<file path="src/hdl/pem_pkg.sv">
// Shared constants, types and codes of the Prewitt edge magnitude unit.
package pem_pkg;

    localparam int MAX_WIDTH  = 1024;
    localparam int MAX_HEIGHT = 1024;
    localparam int COL_W      = $clog2(MAX_WIDTH);
    localparam int ROW_W      = $clog2(MAX_HEIGHT);
    localparam int SIZE_W     = 11;
    localparam int PIX_W      = 8;
    localparam int POS_W      = 10;
    localparam int GRAD_W     = 11;
    localparam int ABS_W      = 10;
    localparam int SQ_W       = 21;
    localparam int ROOT_IN_W  = 16;
    localparam int ROOT_W     = 8;
    localparam int CFG_IDX_W  = 2;
    localparam int IN_TDATA_W = 8;
    localparam int OUT_TDATA_W = 32;

    localparam logic [CFG_IDX_W-1:0] CFG_IMAGE_WIDTH    = 2'd0;
    localparam logic [CFG_IDX_W-1:0] CFG_IMAGE_HEIGHT   = 2'd1;
    localparam logic [CFG_IDX_W-1:0] CFG_MAGNITUDE_MODE = 2'd2;

    localparam logic [SIZE_W-1:0] RESET_WIDTH  = 11'd640;
    localparam logic [SIZE_W-1:0] RESET_HEIGHT = 11'd480;

    typedef enum logic [2:0] {
        ST_IDLE,
        ST_READ,
        ST_CALC,
        ST_SQUARE,
        ST_SQRT,
        ST_OUT
    } t_state;

endpackage

</file>
<file path="src/hdl/pem_isqrt.sv">
// Iterative integer square root, two radicand bits per cycle.
module pem_isqrt (
    input  logic                             i_clk,
    input  logic                             i_rst_n,
    input  logic                             i_start,
    input  logic [pem_pkg::ROOT_IN_W-1:0]    i_value,
    output logic                             o_done,
    output logic [pem_pkg::ROOT_W-1:0]       o_root
);

    localparam int REM_W = pem_pkg::ROOT_W + 1;
    localparam int CNT_W = $clog2(pem_pkg::ROOT_W);

    logic [pem_pkg::ROOT_IN_W-1:0] r_val;
    logic [REM_W-1:0]              r_rem;
    logic [pem_pkg::ROOT_W-1:0]    r_root;
    logic [CNT_W-1:0]              r_cnt;
    logic                          r_busy;
    logic                          r_done;

    logic [REM_W+1:0] w_rem_sh;
    logic [REM_W+1:0] w_trial;
    logic             w_fit;

    always_comb begin
        w_rem_sh = {r_rem, r_val[pem_pkg::ROOT_IN_W-1 -: 2]};
        w_trial  = (REM_W + 2)'({r_root, 2'b01});
        w_fit    = (w_rem_sh >= w_trial);
    end

    always_ff @(posedge i_clk) begin
        if (!i_rst_n) begin
            r_busy <= 1'b0;
            r_done <= 1'b0;
        end else begin
            r_done <= r_busy && (r_cnt == '0);
            if (i_start) begin
                r_busy <= 1'b1;
            end else if (r_busy && (r_cnt == '0)) begin
                r_busy <= 1'b0;
            end
        end
    end

    always_ff @(posedge i_clk) begin
        if (i_start) begin
            r_val  <= i_value;
            r_rem  <= '0;
            r_root <= '0;
            r_cnt  <= CNT_W'(pem_pkg::ROOT_W - 1);
        end else if (r_busy) begin
            r_val <= {r_val[pem_pkg::ROOT_IN_W-3:0], 2'b00};
            r_cnt <= r_cnt - 1'b1;
            if (w_fit) begin
                r_rem  <= REM_W'(w_rem_sh - w_trial);
                r_root <= {r_root[pem_pkg::ROOT_W-2:0], 1'b1};
            end else begin
                r_rem  <= REM_W'(w_rem_sh);
                r_root <= {r_root[pem_pkg::ROOT_W-2:0], 1'b0};
            end
        end
    end

    assign o_done = r_done;
    assign o_root = r_root;

endmodule

</file>
<file path="config.mk">
export PLATFORM = sky130hd
export DESIGN_NAME = pem_isqrt
export DESIGN_NICKNAME = d
export VERILOG_FILES = /design/src/hdl/pem_pkg.sv /design/src/hdl/pem_isqrt.sv
export SDC_FILE = /design/constraint.sdc
export NUM_CORES = 1
export LEC_CHECK = 0
export ABC_CLOCK_PERIOD_IN_PS = 6100
export BUFFER_PORTS_ARGS = -buffer_cell sky130_fd_sc_hd__clkbuf_2
export CAP_MARGIN = 20
export CORE_MARGIN = 3
export CORE_UTILIZATION = 52
export DETAILED_ROUTE_END_ITERATION = 8
export HOLD_SLACK_MARGIN = 0.02
export PLACE_DENSITY_LB_ADDON = 0.2
export SLEW_MARGIN = 10
export SYNTH_ARGS = -nofsm -noshare
export SYNTH_HDL_FRONTEND = slang
export SYNTH_SLANG_ARGS = --single-unit
</file>
<file path="constraint.sdc">
create_clock -name i_clk -period 6.1 [get_ports i_clk]
set_input_delay 0 -clock i_clk [delete_from_list [all_inputs] [get_ports i_clk]]
set_output_delay 0 -clock i_clk [all_outputs]
set_load 0.005 [all_outputs]
</file>
# --- Word-level counts from Yosys, hierarchy flattened ---
# Cells that the tools add are included.
word_totals:
  regBits: 38
  input_bits: 19
  wordCells: 19
op_classes:
  add_sub_neg: 2
  reduce_logical: 4
  mux: 6
  n_lt_le_gt_ge: 1
ops:
  columns: ["operator", "n"]
  rows:
  - ["2-to-1 mux 16 bit", 2]
  - [">= comparator 11 x 10 -> 1 bit", 1]
  - ["2-to-1 mux 9 bit", 1]
  - ["subtractor 9 bit", 1]
  - ["nonzero test 2 bit", 2]
  - ["zero test 3 bit", 1]
  - ["2-to-1 mux 1 bit", 3]
  - ["subtractor 3 x 1 -> 3 bit (second input constant)", 1]
  - ["logical AND 1 bit", 1]

# --- Depth between registers and ports, before layout ---
# Gate-level depths: netlist of run 1.
depth:
  ltp_word: 4
  ltp_mapped: 8

# --- Worst setup path after synthesis of run 1 ---
# No wires, ideal clock.
synth_path:
  path_type: "flip-flop to flip-flop"
  start: "register r_root, in the netlist o_root[6]"
  end: "register r_rem[6]"
  setup_ns: 0.135
  t_arrival_ns: 1.844
  stages_incl_launch_ff: 9
  synth_period_minus_slack_ns: 1.979
  slack_ns: 4.121
  path_cell_list: "dfxtp_1 > inv_1 > ha_1 > a21o_1 > a211o_1 > or2_1 > buf_6 > o22ai_1 > a311oi_2"
synth_between:
  elab_chain_len: 2
synth_lines:
  columns: ["element", "line", "source"]
  rows:
  - ["start: declaration", "pem_isqrt.sv:16", "logic [pem_pkg::ROOT_W-1:0] r_root;"]
  - ["start signal: assignment", "pem_isqrt.sv:56", "r_root <= {r_root[pem_pkg::ROOT_W-2:0], 1'b1};"]
  - ["start signal: assignment", "pem_isqrt.sv:59", "r_root <= {r_root[pem_pkg::ROOT_W-2:0], 1'b0};"]
  - [">= comparator 11 x 10 -> 1 bit", "pem_isqrt.sv:28", "w_fit = (w_rem_sh >= w_trial);"]
  - ["2-to-1 mux 9 bit", "pem_isqrt.sv:54", "if (w_fit) begin"]
  - ["end signal: assignment", "pem_isqrt.sv:55", "r_rem <= REM_W'(w_rem_sh - w_trial);"]
  - ["end signal: assignment", "pem_isqrt.sv:58", "r_rem <= REM_W'(w_rem_sh);"]
  - ["end: declaration", "pem_isqrt.sv:15", "logic [REM_W-1:0] r_rem;"]
# Every way passes these cells.
# A chain may end at the register's enable or synchronous reset.

# --- Final worst setup path of run 1 ---
layout_path:
  start: "register r_root, in the netlist o_root[6]"
  end: "register r_rem[4]"
# Same word-level chain as after synthesis.

==> results of run 1 <==
## power breakdown
group / internal [mW] / switching [mW] / total (mW) / leakage [nW]
sequential: 0.292 / 0.0160 / 0.308 / 0.342
clock: 0.0908 / 0.0871 / 0.178 / 0.0472
combinational: 0.114 / 0.151 / 0.265 / 0.608
total: 0.497 / 0.254 / 0.752 / 0.997
## cell families (layout without fill, tap and decap cells)
kind of cell / Yosys count / in the layout / synth area share [%]
AO/OA/AOI/OAI: 43 / 43 / 16.3
XOR/XNOR: 5 / 5 / 2.12
adder cells (fa/ha/maj): 12 / 12 / 7.28
buffers and inverters: 23 / 63 / 4.79
flip-flops: 38 / 38 / 44.6
multiplexers: 21 / 21 / 11.0
AND/OR/NAND/NOR: 54 / 54 / 13.9
## metal layers
layer | share of wire [%] | routed length (µm) | track usage (%) | up-vias
met4 | 2.4 | 101 | 9.73 | 0
met1 | 41 | 1730 | 25.4 | 753
met3 | 5.0 | 212 | 6.00 | 10
li1 | - | - | - | 794
met5 | 0 | 0 | 0 | -
met2 | 52 | 2180 | 33.9 | 47
## synth_stat cells, drive strengths merged
library cell   n
nor3           3
o21ba          1
nor2b          3
a21oi          6
xor2           2
mux2i          7
a311oi         6
o211ai         1
xnor2          3
a211oi         3
nand2b         4
inv           14
o21ai         12
a32o           2
o311ai         1
o32ai          1
mux2          14
nand2          5
o21bai         3
dfxtp         22
o21a           1
clkbuf         3
or2            1
nand4b         1
o2111ai        1
ha            12
a211o          1
and3           2
a41oi          1
nand4          2
nand3          7
or3            1
buf            6
o22ai          1
nand3b         1
and2           4
a21o           2
nor2          19
and4           1
edfxtp        16
## state kept, by name, indices dropped and copies added, names as in the netlist
register,cells
r_rem,9
r_busy,1
r_val,16
o_root,8
r_cnt,3
o_done,1
## final timing paths
check                           slack (ps)               endpoint  depth (start not counted)
worst min-delay path                    30     r_val[4]$_DFFE_PP_                          2
worst max register to register        3930  r_rem[4]$_SDFFE_PP0P_                          7
worst max-delay path                  3930  r_rem[4]$_SDFFE_PP0P_                          7
worst min register to register         500  r_rem[7]$_SDFFE_PP0P_                          2
## worst reg2reg max path, cell delays in order, from the launching register on
cell,delay (ps)
dfxtp_1,370
inv_1,60
ha_1,360
a21o_1,180
a211o_1,300
nor2_2,340
nand3_1,170
a311oi_2,290
## through the flow
stage / instances / setup WS (ps) / area, µm² / util [%] / hold slack [ps]
after global placement: 263 / 4000 / 2220 / 59.3 / 217
after detailed placement: 263 / 3940 / 2220 / 59.3 / 231
after floorplan: 196 / 4120 / 2060 / - / 123
after global routing: 284 / 3750 / 2440 / 65.3 / 23.8
final: 284 / 3930 / 2440 / 65.3 / 25.6
after CTS: 282 / 3920 / 2420 / 64.8 / 20.1
## layout make-up
class | count | area share, %
timing repair buffer | 41 | 11.2
multi-input combinational | 135 | 42.7
sequential | 38 | 37.7
inverter | 14 | 2.15
clock inverter | 2 | 0.512
clock buffer | 6 | 3.38
tap | 48 | 2.46
## cells in the final DEF, fill, tap and decap left out, types with 2 or more instances in the layout
cell and n:
clkbuf_8 6, nor2_1 18, clkbuf_2 27, nor2b_1 3, a311oi_2 2, edfxtp_1 16, a21oi_1 5, mux2_2 14
a311oi_1 4, nor3_1 2, dfxtp_1 22, and2_1 4, nand3_1 7, xor2_1 2, o21ai_0 7, mux2i_1 7
o21bai_1 2, o21ai_1 5, nand2b_1 4, xnor2_1 3, dlygate4sd3_1 13, inv_1 14, nand2_1 5, ha_1 12
and3_1 2, a211oi_1 2, a21o_1 2
==> impl_metrics.json, run 1 <==
{
  "cp-start-kind": "flip-flop",
  "root_buffer": "clkbuf_8",
  "layout-drive-gt1-share_pct": 26.3,
  "syn_inst": 196,
  "syn_nets": 227,
  "htreeDepth": 2,
  "fin_crit_sh_pct": 35.6,
  "ys_seq_area_share_pct": 44.6,
  "fin_worst_skew_ps": 2.67,
  "finalCriticalPeriod_ps": 2170,
  "vias": 1604,
  "crit_chain": "inv_1 > ha_1 > a21o_1 > a211o_1 > nor2_2 > nand3_1 > a311oi_2",
  "worstSkewPairLatency_ps": 280,
  "drc": 0,
  "slew_viol_final": 0,
  "cts_buffers": 5,
  "slowest_delay_ps": 370,
  "drv_cap": 0,
  "path_delay_family": "compound AO/OA/AOI/OAI gates",
  "grt_max_degree": 37,
  "total_power_mw": 0.752,
  "synth_area_per_cell_um2": 10.5,
  "mappedNetlistArea_um2": 2060,
  "vias_per_cell": 5.65,
  "gp_congestion": 0.873,
  "n_fill_cell": 308,
  "tns_ps": 0,
  "synth_area_leader_cell": "edfxtp_1",
  "cts_buffer_depth": 2,
  "die_x_um": 69.0,
  "worstPathMaxFanout": 11,
  "slew_headroom_pct": 48.9,
  "path_class": "reg2reg",
  "final_antenna_net_count": 0,
  "crit_path_start": "o_root[6]$_SDFFE_PP0P_",
  "final-seq-area_um2": 921,
  "drt-initial-drc-count": 192,
  "multiInputGateArea_um2": 1040,
  "start_util_pct": 55.1,
  "antenna_cells": 0,
  "coreArea_um2": 3740,
  "clk_pin_slew_ps": 70,
  "endpoint_kind": "flip-flop",
  "finalHoldViolCount": 0,
  "crit_arrival_ps": 2360,
  "leakage_nw": 0.997,
  "critPathRequiredTime_ps": 6290,
  "grt_overflow_total": 0,
  "yosysWarnings": 0,
  "hpwl_um": 2910,
  "first_global_vias": 1606,
  "synthDominantCellAreaShare_pct": 23.3,
  "wl_per_cell_um": 14.9,
  "syn2layout_area_growth_pct": 18.5,
  "min-delay-start": "i_value[4]",
  "die_h_um": 69.0,
  "cts_hold_buf": 11,
  "max_freq_mhz": 461,
  "rsz0062_at_grt": "false",
  "ir_worst_vdd_mv": 0.166,
  "antenna_found_initial": 0,
  "cts_setup_buffers": 0,
  "slowest_stage": "dfxtp_1",
  "crit_buf_inv": 1,
  "ys_ff_latch": 38,
  "power_density_nw_per_um2": 307,
  "io_pins": 28,
  "worst_pin_slew_ps": 767,
  "hold_path.class": "in2reg",
  "die_area_um2": 4760,
  "status": "completed",
  "io_buffers": 27,
  "synthTopCellsByArea": "edfxtp_1 (23%), dfxtp_1 (21%), mux2_2 (7.6%), ha_1 (7.3%), mux2i_1 (3.4%)",
  "grt_pass1_wl_um": 7270,
  "postCtsResizedCells": 0,
  "drt_pre_antenna_iters": 4,
  "cts_tree": "done",
  "placementRows": 22,
  "nNetsFinal": 266,
  "reg2reg_from": "o_root[6]$_SDFFE_PP0P_",
  "cts_sinks": 38,
  "grt_usage_pct": 20.9,
  "setup_violations": 0,
  "routed_wl_um": 4220,
  "synth.distinct_cells": 52
}
(Power assumes the default switching activity.)
==> run 2, diff against run 1 <==
- ABC_AREA: unset -> 1
- ABC_CLOCK_PERIOD_IN_PS: 6100 -> 1900
- CORE_UTILIZATION: 52 -> 51
- clock period: 6.1 -> 1.9 ns (I/O delays scaled with it)
==> run 2 against run 1 <==
Clock skew rose by 2.2 ps. Highest routed layer unchanged. Largest power group is now combinational cells. Critical path type unchanged. Sequential power increased to 3.5 times the previous value. Die area rose by 4.3%. Sequential share of layout area fell by 3.3 points.
==> impl_metrics.json, run 2 <==
{
  "status": "completed",
  "crit_path_start": "o_root[4]$_SDFFE_PP0P_",
  "first_global_vias": 1756,
  "io_pins": 28,
  "max_freq_mhz": 572,
  "io_buffers": 27,
  "routed_wl_um": 4720,
  "synth_area_leader_cell": "edfxtp_1",
  "fin_worst_skew_ps": 4.83,
  "layout_common_cells": "nand2_1 (101), inv_1 (42), clkbuf_2 (27)",
  "final_antenna_net_count": 0,
  "nNetsFinal": 367,
  "slew_viol_final": 0,
  "worst_pin_slew_ps": 542,
  "syn_inst": 286,
  "reg2reg_from": "o_root[4]$_SDFFE_PP0P_",
  "synth_area_per_cell_um2": 7.41,
  "root_buffer": "clkbuf_8",
  "rsz0062_at_grt": "false",
  "die_x_um": 70.4,
  "synthDominantCellAreaShare_pct": 22.7,
  "clk_pin_slew_ps": 80,
  "async_flop_share_pct": 0,
  "grt_pass1_wl_um": 8090,
  "slew_headroom_pct": 63.6,
  "gp_congestion": 0.863,
  "vias": 1880,
  "hold_path.class": "in2reg",
  "hpwl_um": 3230,
  "layout-drive-gt1-share_pct": 18.1,
  "cts_sinks": 38,
  "fin_crit_sh_pct": 92.0,
  "ys_seq_area_share_pct": 43.5,
  "leakage_nw": 1.36,
  "htreeDepth": 2,
  "finalHoldViolCount": 0,
  "largest_register_ff_count": 16,
  "min-delay-start": "i_start",
  "setup_violations": 0,
  "grt_overflow_total": 0,
  "worstSkewPairLatency_ps": 280,
  "cts_buffer_depth": 2,
  "tns_ps": 0,
  "yosysWarnings": 0,
  "finalCriticalPeriod_ps": 1750,
  "synth.distinct_cells": 32,
  "endpoint_kind": "flip-flop",
  "ys.flop_type": "dfxtp_1",
  "power_density_nw_per_um2": 1490,
  "cts_buffers": 5,
  "critPathRequiredTime_ps": 2070,
  "syn_nets": 317,
  "cp-start-kind": "flip-flop",
  "antenna_cells": 0,
  "grt_max_degree": 20,
  "ir_worst_vdd_mv": 0.988,
  "coreArea_um2": 3830,
  "max_flop_register": "r_val",
  "synthTopCellsByArea": "edfxtp_1 (23%), dfxtp_1 (21%), nand2_1 (18%), inv_1 (7.4%), ha_1 (7.1%)",
  "drv_cap": 0,
  "path_class": "reg2reg",
  "drt-initial-drc-count": 118,
  "syn2layout_area_growth_pct": 26.6,
  "antenna_found_initial": 0,
  "synthTopCellsByCount": "nand2_1 (102), inv_1 (42), nor2_1 (25)",
  "ys_ff_latch": 38,
  "start_util_pct": 55.4,
  "synth_edf_count": 16,
  "drc": 0,
  "total_power_mw": 3.99,
  "wl_per_cell_um": 12.3,
  "drt_pre_antenna_iters": 5,
  "final_common_cell": "nand2_1",
  "grt_usage_pct": 19.8,
  "vias_per_cell": 4.88,
  "placementRows": 22,
  "crit_arrival_ps": 1910,
  "yosysMostFrequentCell": "nand2_1",
  "cts_tree": "done",
  "die_h_um": 70.4,
  "die_area_um2": 4960,
  "worstPathMaxFanout": 8,
  "mappedNetlistArea_um2": 2120
}
==> run 2: changes by cell type in the layout (fill, tap and decap cells not counted), moves of 4 or more <==
| cell | before | now |
|---|---|---|
| a311oi_1 | 4 | 0 |
| buf_4 | 1 | 6 |
| dlygate4sd3_1 | 13 | 17 |
| inv_1 | 14 | 42 |
| mux2_2 | 14 | 0 |
| mux2i_1 | 7 | 0 |
| nand2_1 | 5 | 101 |
| nand2b_1 | 4 | 0 |
| nand3_1 | 7 | 18 |
| nor2_1 | 18 | 24 |
| o21ai_0 | 7 | 3 |
| o21ai_1 | 5 | 1 |
| o22ai_1 | 1 | 7 |
==> run 2: final cells by class <==
class	instances	area (µm²)
clock buffer	6	82.6
fill	303	1140
timing repair buffer	50	350
clock inverter	2	60.1
multi-input combinational	195	1030
tap	48	60.1
inverter	46	175
sequential	38	921
==> run 2: kinds of logic after synthesis <==
kind of cell               count (synthesis)  synth area share (%)
adders and majority gates                 12                  7.09
AOI/OAI and AO/OA                         19                  5.67
buffers and inverters                     53                  9.98
DFF                                       38                  43.5
and+or+nand+nor                          164                  33.8
==> run 2: critical path, stage by stage (launching register included) <==
cell and delay, ps:
dfxtp_1 330, inv_1 70, ha_1 340, nand2_1 110
inv_1 70, a21oi_4 170, nand2_4 80, nand2_4 90
nand2_4 90, inv_4 80, nand2_1 50, nand3_1 60
o21ai_0 90
==> run 2: final timing paths <==
kind                           end  slack, ps  depth (start not counted)
max          r_rem[1]$_SDFFE_PP0P_        150                         12
min reg2reg  r_cnt[2]$_SDFFE_PP1P_        480                          2
max reg2reg  r_rem[1]$_SDFFE_PP0P_        150                         12
min            r_val[10]$_DFFE_PP_        100                          3
==> run 2: timing repair <==
item,4_1_cts,5_1_grt
gates resized for setup,0,7
endpoints found under the hold margin,18,0
hold buffers,17,0
setup endpoints to repair,0,9
setup buffers,0,1
==> run 2: through the flow <==
step,instance area (µm²),instances,setup slack (ps),hold WS [ps],util (%)
finish,2680,385,153,104,70.1
CTS,2630,384,58.5,97.4,68.7
detailed placement,2310,359,106,239,60.5
global placement,2310,359,151,234,60.5
global route,2680,385,6.67,135,70.1
floorplan,2120,286,240,132,-
==> run 2: report_power, final <==
part / total (mW) / internal [mW] / switching [mW]
Clock: 0.839 / 0.560 / 0.279
Combinational: 2.07 / 0.784 / 1.28
Sequential: 1.08 / 0.981 / 0.101
Total: 3.99 / 2.32 / 1.66
==> run 2: layer usage <==
metal / vias to the layer above / part of all wire, % / GRT usage [%]
met5: - / 0 / 0
met4: 0 / 0.25 / 1.28
met3: 2 / 4.8 / 4.75
met2: 46 / 49 / 33.6
met1: 832 / 45 / 26.8
li1: 1000 / - / -
